`config.mk`:
```
export PLATFORM = sky130hd
export DESIGN_NAME = rotate_xor_packet_descrambler_unit
export DESIGN_NICKNAME = d
export VERILOG_FILES = /design/src/rtl/rxd_pkg.sv /design/src/rtl/rxd_front.sv /design/src/rtl/rxd_queue.sv /design/src/rtl/rxd_back.sv /design/src/rtl/rotate_xor_packet_descrambler_unit.sv
export SDC_FILE = /design/constraint.sdc
export NUM_CORES = 1
export LEC_CHECK = 0
export BUFFER_PORTS_ARGS = -buffer_cell sky130_fd_sc_hd__buf_2
export CAP_MARGIN = 20
export CORE_AREA = 2 2 186 188
export DETAILED_ROUTE_END_ITERATION = 6
export DIE_AREA = 0 0 188 190
export GPL_ROUTABILITY_DRIVEN = 1
export PLACE_DENSITY = 0.82
export SLEW_MARGIN = 20
export SYNTH_ARGS = -nofsm -noshare
export SYNTH_HDL_FRONTEND = slang
export SYNTH_SLANG_ARGS = --single-unit
```
`constraint.sdc`:
```
create_clock -name clock -period 8 [get_ports clock]
set_clock_uncertainty 0.05 [all_clocks]
set_input_delay 0 -clock clock [delete_from_list [all_inputs] [get_ports clock]]
set_output_delay 0 -clock clock [all_outputs]
set_load 0.02 [all_outputs]
```
`src/rtl/rxd_pkg.sv`:
```
// Shared types and constants for the rotate-XOR packet descrambler.
// No dependencies; every other file in rtl/ refers to this package by scoped names.
package rxd_pkg;

   localparam int WINDOW_BYTES = 8;
   localparam int BYTE_W       = 8;
   localparam int KEY_LEN_W    = 6;
   localparam int CSR_ADDR_W   = 3;
   localparam int CSR_DATA_W   = 64;
   localparam int QUEUE_DEPTH  = 2;

   localparam logic [CSR_ADDR_W-1:0] CSR_KEY_WORD0 = 3'd0;
   localparam logic [CSR_ADDR_W-1:0] CSR_KEY_LEN   = 3'd4;
   localparam logic [KEY_LEN_W-1:0]  KEY_LEN_RESET = 6'd16;

   // Item class assigned by the front end.
   typedef enum logic [1:0] {
      KIND_HDR0,
      KIND_HDR1,
      KIND_DATA
   } kind_type;

   typedef enum logic [1:0] {
      STATUS_OK       = 2'd0,
      STATUS_MISMATCH = 2'd1,
      STATUS_SHORT    = 2'd2
   } status_type;

   typedef struct packed {
      kind_type            kind;
      logic [BYTE_W-1:0]   data;
      logic                last;
   } entry_type;

endpackage

```
`src/rtl/rxd_front.sv`:
```
// Front end: accepts input items and tags each as first header, second header or payload.
// Depends on rxd_pkg; feeds rxd_queue.
module rxd_front (
   input  logic                      clock,
   input  logic                      reset,
   input  logic                      req_tvalid,
   output logic                      req_tready,
   input  logic [7:0]                req_tdata,   // [7:0] cipher_byte
   input  logic                      req_tlast,
   input  logic                      queue_full,
   output logic                      push,
   output rxd_pkg::entry_type        push_entry
);

   rxd_pkg::kind_type phase_ff, phase_in;

   assign req_tready = !queue_full;
   assign push       = req_tvalid && !queue_full;

   assign push_entry.kind = phase_ff;
   assign push_entry.data = req_tdata;
   assign push_entry.last = req_tlast;

   always_comb begin
      phase_in = phase_ff;
      if (push) begin
         if (req_tlast) begin
            phase_in = rxd_pkg::KIND_HDR0;
         end else begin
            case (phase_ff)
               rxd_pkg::KIND_HDR0: phase_in = rxd_pkg::KIND_HDR1;
               rxd_pkg::KIND_HDR1: phase_in = rxd_pkg::KIND_DATA;
               rxd_pkg::KIND_DATA: phase_in = rxd_pkg::KIND_DATA;
               default:            phase_in = rxd_pkg::KIND_HDR0;
            endcase
         end
      end
   end

   always_ff @(posedge clock) begin
      if (reset) begin
         phase_ff <= rxd_pkg::KIND_HDR0;
      end else begin
         phase_ff <= phase_in;
      end
   end

endmodule

```
`src/rtl/rxd_queue.sv`:
```
// Short FIFO of tagged items between the front end and the back end.
// Depends on rxd_pkg.
module rxd_queue (
   input  logic                 clock,
   input  logic                 reset,
   input  logic                 push,
   input  rxd_pkg::entry_type   push_entry,
   output logic                 full,
   input  logic                 pop,
   output logic                 head_valid,
   output rxd_pkg::entry_type   head
);

   localparam int PTR_W = $clog2(rxd_pkg::QUEUE_DEPTH);

   rxd_pkg::entry_type entry_ff [rxd_pkg::QUEUE_DEPTH];
   logic [PTR_W-1:0] wr_ptr_ff, wr_ptr_in;
   logic [PTR_W-1:0] rd_ptr_ff, rd_ptr_in;
   logic [PTR_W:0]   count_ff, count_in;

   assign full       = (count_ff == (PTR_W+1)'(rxd_pkg::QUEUE_DEPTH));
   assign head_valid = (count_ff != '0);
   assign head       = entry_ff[rd_ptr_ff];

   always_comb begin
      wr_ptr_in = push ? wr_ptr_ff + 1'b1 : wr_ptr_ff;
      rd_ptr_in = pop  ? rd_ptr_ff + 1'b1 : rd_ptr_ff;
      count_in  = count_ff;
      if (push && !pop) begin
         count_in = count_ff + 1'b1;
      end else if (pop && !push) begin
         count_in = count_ff - 1'b1;
      end
   end

   always_ff @(posedge clock) begin
      if (push) begin
         entry_ff[wr_ptr_ff] <= push_entry;
      end
      if (reset) begin
         wr_ptr_ff <= '0;
         rd_ptr_ff <= '0;
         count_ff  <= '0;
      end else begin
         wr_ptr_ff <= wr_ptr_in;
         rd_ptr_ff <= rd_ptr_in;
         count_ff  <= count_in;
      end
   end

endmodule

```
`src/rtl/rxd_back.sv`:
```
// Back end: header decode, XOR/rotate of payload, running checksum and the result register.
// Also holds the key registers. Depends on rxd_pkg; drains rxd_queue.
module rxd_back #(
   parameter int MAX_KEY_BYTES = 32
) (
   input  logic                              clock,
   input  logic                              reset,
   input  logic                              csr_we,
   input  logic [rxd_pkg::CSR_ADDR_W-1:0]    csr_addr,
   input  logic [rxd_pkg::CSR_DATA_W-1:0]    csr_wdata,
   input  logic                              q_valid,
   input  rxd_pkg::entry_type                q_head,
   output logic                              q_pop,
   output logic                              rsp_valid,
   input  logic                              rsp_ready,
   output logic [7:0]                        rsp_byte,
   output logic                              rsp_last,
   output rxd_pkg::status_type               rsp_status
);

   localparam int KIDX_W  = $clog2(MAX_KEY_BYTES);
   localparam int DIV_W   = $clog2(MAX_KEY_BYTES - rxd_pkg::WINDOW_BYTES + 1);
   localparam int PHASE_W = $clog2(rxd_pkg::WINDOW_BYTES);
   localparam int TRAIL   = 4;
   localparam int CNT_W   = $clog2(TRAIL + 1);
   localparam int SUM_W   = 32;

   typedef enum logic {ST_RUN, ST_DIV} state_type;

   state_type                        state_ff, state_in;
   logic [2:0]                       rot_ff, rot_in;
   logic [KIDX_W-1:0]                window_ff, window_in;
   logic [PHASE_W-1:0]               phase_ff, phase_in;
   logic [SUM_W-1:0]                 sum_ff, sum_in;
   logic [7:0]                       trail_ff [TRAIL];
   logic [7:0]                       trail_in [TRAIL];
   logic [CNT_W-1:0]                 count_ff, count_in;
   logic [7:0]                       div_dvd_ff, div_dvd_in;
   logic [DIV_W-1:0]                 div_dvs_ff, div_dvs_in;
   logic [DIV_W-1:0]                 div_rem_ff, div_rem_in;
   logic [2:0]                       div_step_ff, div_step_in;
   logic [7:0]                       key_ff [MAX_KEY_BYTES];
   logic [7:0]                       key_in [MAX_KEY_BYTES];
   logic [rxd_pkg::KEY_LEN_W-1:0]    key_len_ff, key_len_in;
   logic                             rsp_valid_ff, rsp_valid_in;
   logic [7:0]                       rsp_byte_ff, rsp_byte_in;
   logic                             rsp_last_ff, rsp_last_in;
   rxd_pkg::status_type              rsp_status_ff, rsp_status_in;

   logic                             out_free;
   logic [rxd_pkg::KEY_LEN_W-1:0]    klen_clamped;
   logic [DIV_W-1:0]                 divisor;
   logic [KIDX_W-1:0]                kidx;
   logic [7:0]                       plain;
   logic [SUM_W-1:0]                 sum_next;
   logic [CNT_W-1:0]                 count_next;
   logic [SUM_W-1:0]                 check;
   logic [DIV_W:0]                   trial;
   logic [DIV_W:0]                   trial_diff;
   logic [DIV_W-1:0]                 rem_next;

   // v mod 7 via reciprocal multiply; the estimate is low by at most one.
   function automatic logic [2:0] mod7(input logic [7:0] v);
      logic [13:0] prod;
      logic [7:0]  q;
      logic [7:0]  r;
      prod = 14'(v) * 14'd36;
      q    = 8'(prod >> 8);
      r    = v - (q * 8'd7);
      if (r >= 8'd7) begin
         r = r - 8'd7;
      end
      return r[2:0];
   endfunction

   function automatic logic [7:0] rotr8(input logic [7:0] v, input logic [2:0] r);
      logic [15:0] dbl;
      dbl = {v, v} >> r;
      return dbl[7:0];
   endfunction

   assign rsp_valid  = rsp_valid_ff;
   assign rsp_byte   = rsp_byte_ff;
   assign rsp_last   = rsp_last_ff;
   assign rsp_status = rsp_status_ff;

   assign out_free = !rsp_valid_ff || rsp_ready;

   always_comb begin
      klen_clamped = key_len_ff;
      if (key_len_ff < rxd_pkg::KEY_LEN_W'(rxd_pkg::WINDOW_BYTES + 1)) begin
         klen_clamped = rxd_pkg::KEY_LEN_W'(rxd_pkg::WINDOW_BYTES + 1);
      end else if (key_len_ff > rxd_pkg::KEY_LEN_W'(MAX_KEY_BYTES)) begin
         klen_clamped = rxd_pkg::KEY_LEN_W'(MAX_KEY_BYTES);
      end
   end

   assign divisor = DIV_W'(klen_clamped - rxd_pkg::KEY_LEN_W'(rxd_pkg::WINDOW_BYTES));

   // window start stays below the clamped key length minus 8, so the index never passes the key
   assign kidx       = window_ff + KIDX_W'(phase_ff);
   assign plain      = rotr8(q_head.data ^ key_ff[kidx], rot_ff);
   assign sum_next   = sum_ff + ((count_ff >= CNT_W'(TRAIL)) ? SUM_W'(trail_ff[0]) : '0);
   assign count_next = (count_ff < CNT_W'(TRAIL)) ? count_ff + 1'b1 : count_ff;
   assign check      = {plain, trail_ff[3], trail_ff[2], trail_ff[1]};

   // one restoring remainder step per cycle
   assign trial      = {div_rem_ff, div_dvd_ff[7]};
   assign trial_diff = trial - {1'b0, div_dvs_ff};
   assign rem_next   = (trial >= {1'b0, div_dvs_ff}) ? trial_diff[DIV_W-1:0]
                                                     : trial[DIV_W-1:0];

   always_comb begin
      state_in      = state_ff;
      rot_in        = rot_ff;
      window_in     = window_ff;
      phase_in      = phase_ff;
      sum_in        = sum_ff;
      trail_in      = trail_ff;
      count_in      = count_ff;
      div_dvd_in    = div_dvd_ff;
      div_dvs_in    = div_dvs_ff;
      div_rem_in    = div_rem_ff;
      div_step_in   = div_step_ff;
      key_in        = key_ff;
      key_len_in    = key_len_ff;
      rsp_valid_in  = rsp_valid_ff && !rsp_ready;
      rsp_byte_in   = rsp_byte_ff;
      rsp_last_in   = rsp_last_ff;
      rsp_status_in = rsp_status_ff;
      q_pop         = 1'b0;

      if (csr_we) begin
         for (int b = 0; b < MAX_KEY_BYTES; b++) begin
            if (csr_addr == rxd_pkg::CSR_KEY_WORD0 + rxd_pkg::CSR_ADDR_W'(b >> 3)) begin
               key_in[b] = csr_wdata[(b & 7) * 8 +: 8];
            end
         end
         if (csr_addr == rxd_pkg::CSR_KEY_LEN) begin
            key_len_in = csr_wdata[rxd_pkg::KEY_LEN_W-1:0];
         end
      end

      case (state_ff)
         ST_RUN: begin
            if (q_valid) begin
               case (q_head.kind)
                  rxd_pkg::KIND_HDR0: begin
                     if (!q_head.last) begin
                        q_pop  = 1'b1;
                        rot_in = mod7(q_head.data) + 3'd1;
                     end else if (out_free) begin
                        q_pop = 1'b1;
                     end
                  end
                  rxd_pkg::KIND_HDR1: begin
                     if (!q_head.last) begin
                        q_pop       = 1'b1;
                        div_dvd_in  = q_head.data;
                        div_dvs_in  = divisor;
                        div_rem_in  = '0;
                        div_step_in = 3'd7;
                        state_in    = ST_DIV;
                     end else if (out_free) begin
                        q_pop = 1'b1;
                     end
                  end
                  rxd_pkg::KIND_DATA: begin
                     if (out_free) begin
                        q_pop       = 1'b1;
                        phase_in    = phase_ff + 1'b1;
                        sum_in      = sum_next;
                        trail_in[0] = trail_ff[1];
                        trail_in[1] = trail_ff[2];
                        trail_in[2] = trail_ff[3];
                        trail_in[3] = plain;
                        count_in    = count_next;
                     end
                  end
                  default: begin
                     q_pop = 1'b1;
                  end
               endcase

               if (q_pop && q_head.last) begin
                  // final byte: report and start over with a fresh header
                  rsp_valid_in  = 1'b1;
                  rsp_last_in   = 1'b1;
                  if (q_head.kind != rxd_pkg::KIND_DATA) begin
                     rsp_byte_in   = '0;
                     rsp_status_in = rxd_pkg::STATUS_SHORT;
                  end else begin
                     rsp_byte_in = plain;
                     if (count_next < CNT_W'(TRAIL)) begin
                        rsp_status_in = rxd_pkg::STATUS_SHORT;
                     end else if (check == sum_next) begin
                        rsp_status_in = rxd_pkg::STATUS_OK;
                     end else begin
                        rsp_status_in = rxd_pkg::STATUS_MISMATCH;
                     end
                  end
                  rot_in    = '0;
                  window_in = '0;
                  phase_in  = '0;
                  sum_in    = '0;
                  count_in  = '0;
                  for (int i = 0; i < TRAIL; i++) begin
                     trail_in[i] = '0;
                  end
               end else if (q_pop && q_head.kind == rxd_pkg::KIND_DATA) begin
                  rsp_valid_in  = 1'b1;
                  rsp_last_in   = 1'b0;
                  rsp_byte_in   = plain;
                  rsp_status_in = rxd_pkg::STATUS_OK;
               end
            end
         end
         ST_DIV: begin
            div_rem_in  = rem_next;
            div_dvd_in  = {div_dvd_ff[6:0], 1'b0};
            div_step_in = div_step_ff - 1'b1;
            if (div_step_ff == '0) begin
               window_in = KIDX_W'(rem_next);
               state_in  = ST_RUN;
            end
         end
         default: begin
            state_in = ST_RUN;
         end
      endcase
   end

   always_ff @(posedge clock) begin
      div_dvd_ff    <= div_dvd_in;
      div_dvs_ff    <= div_dvs_in;
      div_rem_ff    <= div_rem_in;
      div_step_ff   <= div_step_in;
      rsp_byte_ff   <= rsp_byte_in;
      rsp_last_ff   <= rsp_last_in;
      rsp_status_ff <= rsp_status_in;
      if (reset) begin
         state_ff     <= ST_RUN;
         rot_ff       <= '0;
         window_ff    <= '0;
         phase_ff     <= '0;
         sum_ff       <= '0;
         count_ff     <= '0;
         key_len_ff   <= rxd_pkg::KEY_LEN_RESET;
         rsp_valid_ff <= 1'b0;
         for (int i = 0; i < TRAIL; i++) begin
            trail_ff[i] <= '0;
         end
         for (int b = 0; b < MAX_KEY_BYTES; b++) begin
            key_ff[b] <= '0;
         end
      end else begin
         state_ff     <= state_in;
         rot_ff       <= rot_in;
         window_ff    <= window_in;
         phase_ff     <= phase_in;
         sum_ff       <= sum_in;
         count_ff     <= count_in;
         key_len_ff   <= key_len_in;
         rsp_valid_ff <= rsp_valid_in;
         trail_ff     <= trail_in;
         key_ff       <= key_in;
      end
   end

endmodule

```
`src/rtl/rotate_xor_packet_descrambler_unit.sv`:
```
// Rotate-XOR packet descrambler, top level. Instantiates rxd_front, rxd_queue and rxd_back.
// Depends on rxd_pkg.
//
// Each received byte enters a two-entry queue; the back end takes one byte per cycle, so
// payload bytes and the first header byte sustain one item per cycle while the response side
// accepts results. The second header byte holds the back end for its issue plus an 8-step
// remainder sequencer that derives the key window start; no byte is taken until it is done.
// One result per payload byte; a header byte yields a result only when it ends the packet.
// rsp_tdata carries the status field, meaningful on the item with rsp_tlast.
module rotate_xor_packet_descrambler_unit #(
   parameter int MAX_KEY_BYTES = 32
) (
   input  logic                              clock,
   input  logic                              reset,
   input  logic                              req_tvalid,
   output logic                              req_tready,
   input  logic [7:0]                        req_tdata,   // [7:0] cipher_byte
   input  logic                              req_tlast,   // last_byte
   output logic                              rsp_tvalid,
   input  logic                              rsp_tready,
   output logic [15:0]                       rsp_tdata,   // [7:0] plain_byte, [9:8] status
   output logic                              rsp_tlast,   // end_of_packet
   input  logic                              csr_we,
   input  logic [rxd_pkg::CSR_ADDR_W-1:0]    csr_addr,
   input  logic [rxd_pkg::CSR_DATA_W-1:0]    csr_wdata
);

   logic                 push;
   rxd_pkg::entry_type   push_entry;
   logic                 queue_full;
   logic                 q_pop;
   logic                 q_valid;
   rxd_pkg::entry_type   q_head;
   logic [7:0]           rsp_byte;
   rxd_pkg::status_type  rsp_status;

   rxd_front u_front (
      .clock      (clock),
      .reset      (reset),
      .req_tvalid (req_tvalid),
      .req_tready (req_tready),
      .req_tdata  (req_tdata),
      .req_tlast  (req_tlast),
      .queue_full (queue_full),
      .push       (push),
      .push_entry (push_entry)
   );

   rxd_queue u_queue (
      .clock      (clock),
      .reset      (reset),
      .push       (push),
      .push_entry (push_entry),
      .full       (queue_full),
      .pop        (q_pop),
      .head_valid (q_valid),
      .head       (q_head)
   );

   rxd_back #(
      .MAX_KEY_BYTES (MAX_KEY_BYTES)
   ) u_back (
      .clock      (clock),
      .reset      (reset),
      .csr_we     (csr_we),
      .csr_addr   (csr_addr),
      .csr_wdata  (csr_wdata),
      .q_valid    (q_valid),
      .q_head     (q_head),
      .q_pop      (q_pop),
      .rsp_valid  (rsp_tvalid),
      .rsp_ready  (rsp_tready),
      .rsp_byte   (rsp_byte),
      .rsp_last   (rsp_tlast),
      .rsp_status (rsp_status)
   );

   assign rsp_tdata = {6'b0, rsp_status, rsp_byte};

   // back end only drains a queue that holds something
   a_pop_nonempty: assert property (@(posedge clock) disable iff (reset)
      q_pop |-> q_valid)
      else $error("queue popped while empty");

   // status is only reported on the packet's final item
   a_status_at_end: assert property (@(posedge clock) disable iff (reset)
      (rsp_tvalid && !rsp_tlast) |-> (rsp_status == rxd_pkg::STATUS_OK))
      else $error("status set on a non-final item");

   // a header byte that ends the packet is always reported as short with a zero byte
   a_short_header: assert property (@(posedge clock) disable iff (reset)
      (q_pop && q_head.last && q_head.kind != rxd_pkg::KIND_DATA) |=>
         (rsp_tvalid && rsp_tlast && rsp_byte == 8'd0 &&
          rsp_status == rxd_pkg::STATUS_SHORT))
      else $error("header-only packet not reported as short");

endmodule
```
* Word-level counts from Yosys, hierarchy flattened
Memory sizes are Yosys's and may differ from the RTL's. A register that Yosys moved wholly into a read port is not among the register bits.
Index checks and enable logic that the tools add are counted.
** Word-level totals
- Memory bits (read-only) :: 0
- Register bits after elaboration :: 380
- Latch bits :: 0
- RAM bits :: 22
- Memories kept :: 1
** Memories
- u_queue.entry_ff :: depth 2, bits a word 11, read ports 1, clocked after memory_dff 1, write ports 1, line rxd_queue.sv:16 : rxd_pkg::entry_type entry_ff [rxd_pkg::QUEUE_DEPTH];
** Operators by class
- Multiplexer cells :: 77
- Div/mod/pow operators :: 0
- Add/subtract/negate cells :: 14
- Equal/unequal tests :: 17
- Reductions and logical operators :: 35
- Multiply operators :: 2
- $lt $le $gt $ge :: 8
- Bitwise operators :: 4
- Shifts and indexed selects :: 1
** Operator list (number)
- 32-bit 2-to-1 mux :: 6
- 8-bit 2-to-1 mux :: 9
- 3-bit 2-to-1 mux :: 18
- 5-bit 2-to-1 mux :: 9
- 8-bit binary-select mux with 5-bit select :: 1
- 32-bit adder :: 1
- 32-bit equality test :: 1
- 1-bit 2-to-1 mux :: 20
- 5-bit one-hot mux with 2 select lines :: 2
- 8-bit one-hot mux with 2 select lines :: 1
- 16-bit by 3-bit >> shifter with 8-bit output :: 1
- 2-bit 2-to-1 mux :: 7
- 8-bit by 4-bit multiplier with 12-bit output, second input constant :: 1
- 2-bit inequality test, second input constant :: 6
- 4-bit AND reduction :: 3
- 2-bit nonzero test :: 6
- 2-bit AND reduction :: 5
- 3-bit by 1-bit adder with 3-bit output, second input constant :: 3
- 3-bit AND reduction :: 3
- 8-bit by 3-bit >= comparator with 1-bit output, second input constant :: 1
- 6-bit by 3-bit multiplier with 8-bit output, second input constant :: 1
- 8-bit subtractor :: 1
- 8-bit bitwise XOR :: 1
- 2-bit equality test, second input constant :: 3
- other kinds (30) :: 48

* Logic depth before layout (Yosys ltp)
- Depth in word-level cells :: 13
- Depth in mapped cells :: 28
- Gate-level depth less buffers :: 26

* Modules after synthesis
A second synthesis with hierarchy kept.
** Unflattened totals
- Cell total of the unflattened synthesis :: 2310
- Area, all modules :: 20056.7 µm²
** By module, submodules not included
- rxd_back :: area an instance 18826.8 µm², times used 1, cells each 2224
- rxd_queue :: area an instance 999.7 µm², times used 1, cells each 56
- rxd_front :: area an instance 181.4 µm², times used 1, cells each 23
- rotate_xor_packet_descrambler_unit :: area an instance 48.8 µm², times used 1, cells each 7

* Worst setup path after synthesis
Ideal clock, no wire load.
- Path type :: register to register
- Start :: register with a tool-made name
- End :: register u_back.rot_ff[2]
- Data required time :: 7.833 ns
- Library setup time :: 0.117 ns
- Data arrival time :: 6.422 ns
- Cell stages (with the launch flop) :: 29
- Slack :: 1.410 ns
- Path buffers :: 2
- Period minus slack after synthesis :: 6.590 ns
- Cell sequence :: dfxtp_1 -> clkbuf_1 -> buf_2 -> mux2i_1 -> inv_1 -> ha_1 -> ha_1 -> a41oi_1 -> o21bai_1 -> a21oi_1 -> nor2b_1 -> nor2_1 -> nor2_1 -> xnor2_1 -> inv_1 -> fa_1 -> fa_1 -> inv_1 -> ha_1 -> a21o_1 -> a21oi_1 -> xor2_1 -> nand3_1 -> nor3_2 -> mux2_2 -> ha_1 -> xnor2_1 -> or3_1 -> a32o_1
** RTL lines
- end signal, assigned :: line rxd_back.sv:258 : rot_ff <= rot_in;
- end, declared :: line rxd_back.sv:31 : logic [2:0] rot_ff, rot_in;

==> results.txt <==
- The flow ran to the end, and the final reports show no timing, DRC or antenna violations.
* Actual slew at the worst max-slew pin: 0.924 ns
* Leakage dissipation: 8.06 nW
- Wire segments on met3 add up to 4240 µm in the final route.
- For this run, design rule violations remaining after detail routing come to 0.
* Clock root buffer master: clkbuf_16
- The finished layout holds 2858 standard cells, fillers aside.
- Period utilisation layout: 89.0%
- The detail route stage leaves a number of antenna-violating nets equal to 0.
- A synthesized cell averages 8.76 µm².
- Max-slew headroom: 38.3%
- Setup violations remaining at the end of the flow were counted as 0.
- The floorplan has 68 rows.
- Area added between synthesis and finish: 14.0%
- In this run the standard cell core region covers 33900 µm².
* Initial antenna violation count: 2
- Total instance count after detailed placement: 2698
- During placement, the flow inserted port buffers numbering 93.
- The tree built by TritonCTS fans out to 403 sinks.
* Number of nets in the layout: 2504
- In the routed layout, each cell is associated on average with a via count of 6.05.
- The critical path is of the flip-flop to flip-flop type.
- The share of synthesized area in the top cell type comes to 35.0%.
- For this block, the routed nets add up to 53600 µm of wire.
- Count of maximum capacitance violations: 0
- Setup repair after global routing missed its margin: no
* I/O pins: 100
* Buffer depth of the longest clock path: 3
* Pins Over Slew Limit: 0
* Final setup margin: 0.881 ns
* Detailed-routed wire length on met2: 26800 µm
- Share of cells above drive strength 1: 13.1%
- The via count of the first global-routing pass was 17000.
- Critical Path Start Type: flip-flop
- Synthesis inferred 403 register bits.
* Global router's overall resource usage: 29.5%
* Total power divided by cell area: 356 nW/µm²
- Top area cells in the synthesized netlist: dfxtp_1 35%, nand2_1 11%, a21oi_1 8.7%
- The tightest min-delay check is of the primary input to flip-flop type.
* Worst voltage drop across the vdd grid: 497 µV
* Fmax: 140 MHz
* First-pass GRT wire length: 85800 µm
- Layout fillers: 2562
* Number of synthesized flops with an enable pin: 54
- Most area-hungry cell type in the Yosys netlist: dfxtp_1
- After detailed routing, the average wire length per cell comes to 18.8 µm.
- Post_cts resized: 0
- Worst Setup Slack post-DPL: 0.850 ns
* Number of vias after detailed routing: 17300
* Final Util: 67.0%
- For this run, the leading register cell type out of synthesis is dfxtp_1.
* Leftover overflow at the end of global routing: 0
- Post-synth ARST share: 0%
* CTS tree: done
* Clock latency on the worst-skew pair: 0.56 ns
- Element type at the critical path end: flip-flop
- Critical path fanouts, max: 9
- Total Negative Setup Slacks: 0 ns
- For this block, wires on met1 add up to 20900 µm.
* Die ar.: 35700 µm²
* Count of warnings emitted by yosys: 0
- The synthesized netlist occupies a cell area of 19900 µm².
* Clock-pin slew of the registers on the worst-case setup and hold paths: 0.06 ns
- Post-synthesis sequential area ratio: 43.2%
- In this run, the number of DRC markers left after iteration 0 of detailed routing was 1851.
- Data on the critical path arrives at its endpoint at 7.50 ns.
- Entering global routing, the biggest net connects 118 pins.
- The number of failing hold endpoints at the final stage came to 0.
- For this configuration, the core starts out at a cell density of 58.8%.
- Chip width: 188 µm
- Counting instances in the post-synthesis netlist gives the leading cell types as 608 x nand2_1, 349 x dfxtp_1, 347 x a21oi_1.
- Synth cell types: 84
- Highest signal layer in the routed design: met4
- Inserted Clock Buffers: 43
* Chip height: 190 µm
- H-tree depth: 2
* Required time of the critical path: 8.38 ns
* Shortest clock period the worst path allows after layout: 7.12 ns
* HPWL after detailed placement: 33500 µm
* Detailed-routing iteration count for the pre-antenna-repair pass: 6
- Dominant cell by count in the synthesized netlist: nand2_1
- Synth Instances: 2278
- Routability-driven placement finished with a final weighted congestion of 0.870.
-- cell usage in the layout (no fill, tap or decap), drive strengths merged, types with 57 or more instances in the layout --
cell	n
a21oi	348
buf	115
clkbuf	61
dfxtp	349
dlygate4sd3	80
inv	61
mux2i	57
mux4	72
nand2	608
nor2	112
xnor2	62
-- state kept, by name (all words and copies together), names as in the netlist, 6 cells and up, named ones only --
register,count
u_back.rsp_byte,8
u_back.div_dvd_ff,8
u_back.trail_ff,8
u_back.sum_ff,32
u_back.key_ff,256
u_queue.entry_ff,22
u_back.key_len_ff,6
u_back.check,24
-- final timing paths --
kind                                         start                                 to  slack, ns  cells past startpoint
setup / recovery                         flip-flop      u_back.rot_ff[2]$_SDFFE_PP0P_       0.88                     26
hold / removal                              csr_we  u_back.key_len_ff[4]$_SDFFE_PP1P_       0.03                      3
setup reg to reg                         flip-flop      u_back.rot_ff[2]$_SDFFE_PP0P_       0.88                     26
hold reg to reg   u_back.trail_ff[24]$_SDFFE_PP0P_   u_back.trail_ff[24]$_SDFFE_PP0P_       0.40                      2
-- logic make-up after synthesis --
logic type                 Yosys count  share of synthesized area [%]
and+or+nand+nor                    881                           18.5
AOI/OAI and AO/OA                  487                           13.7
DFF                                403                           43.2
buffers and inverters              217                           4.48
muxes                              144                           12.0
xor gates and xnor gates            90                           4.35
adders and majority gates           55                           3.79
other                                1                         0.0188
-- area by class of cell --
type / instances / area, µm² / share of cell area (%)
Timing Repair Buffer: 195 / 1440 / 6.34
Sequential cell: 403 / 8610 / 37.8
Clock inverter: 17 / 146 / 0.644
Antenna cell: 2 / 5.00 / 0.0220
Multi-Input combinational cell: 1663 / 10500 / 46.3
Clock buffer: 61 / 1220 / 5.38
Inverter: 62 / 233 / 1.02
Tap cell: 455 / 569 / 2.50
-- through the flow --
| step | power [mW] | hold slack, ns | cell area, µm² |
|---|---|---|---|
| after CTS | 8.11 | 0.00224 | 22700 |
| after global placement | 6.01 | 0.153 | 20600 |
| after detailed placement | 6.16 | 0.152 | 20600 |
| after floorplan | 5.41 | 0.0489 | 20000 |
| final | 8.09 | 0.0281 | 22700 |
| after global routing | 8.68 | 0.0226 | 22700 |
-- worst max-delay path: stages, from the launching register on --
cell and delay, ns:
dfxtp_1 0.66, mux2i_1 0.50, inv_1 0.21, ha_1 0.25, ha_1 0.31, a41oi_1 0.28
o21bai_1 0.13, a21oi_1 0.23, nor2b_1 0.08, nor2_1 0.25, nor2_1 0.12, xnor2_1 0.26
inv_1 0.10, fa_1 0.50, fa_1 0.51, inv_1 0.04, ha_1 0.32, a21o_1 0.17
a21oi_1 0.16, xor2_1 0.16, nand3_1 0.09, nor3_2 0.29, mux2_2 0.39, ha_1 0.20
xnor2_1 0.14, or3_1 0.33, a32o_1 0.27
-- per-layer routing --
metal / global-route usage [%] / vias to the layer above
met5: 0 / -
met4: 11.8 / 0
met3: 5.33 / 154
met2: 51.7 / 837
met1: 36.1 / 8305
li1: - / 8005
-- power by group --
part	leakage (nW)	switching, mW	internal, mW
logic	4.07	2.18	1.68
registers	3.32	0.0907	2.21
clock network	0.669	0.828	1.10
total	8.06	3.10	4.99
-- timing repair --
item	4_1_cts	5_1_grt
setup buffers	0	0
endpoints found under the hold margin	353	0
hold buffers	80	0
Note: power is estimated with default switching activity, not from simulation.
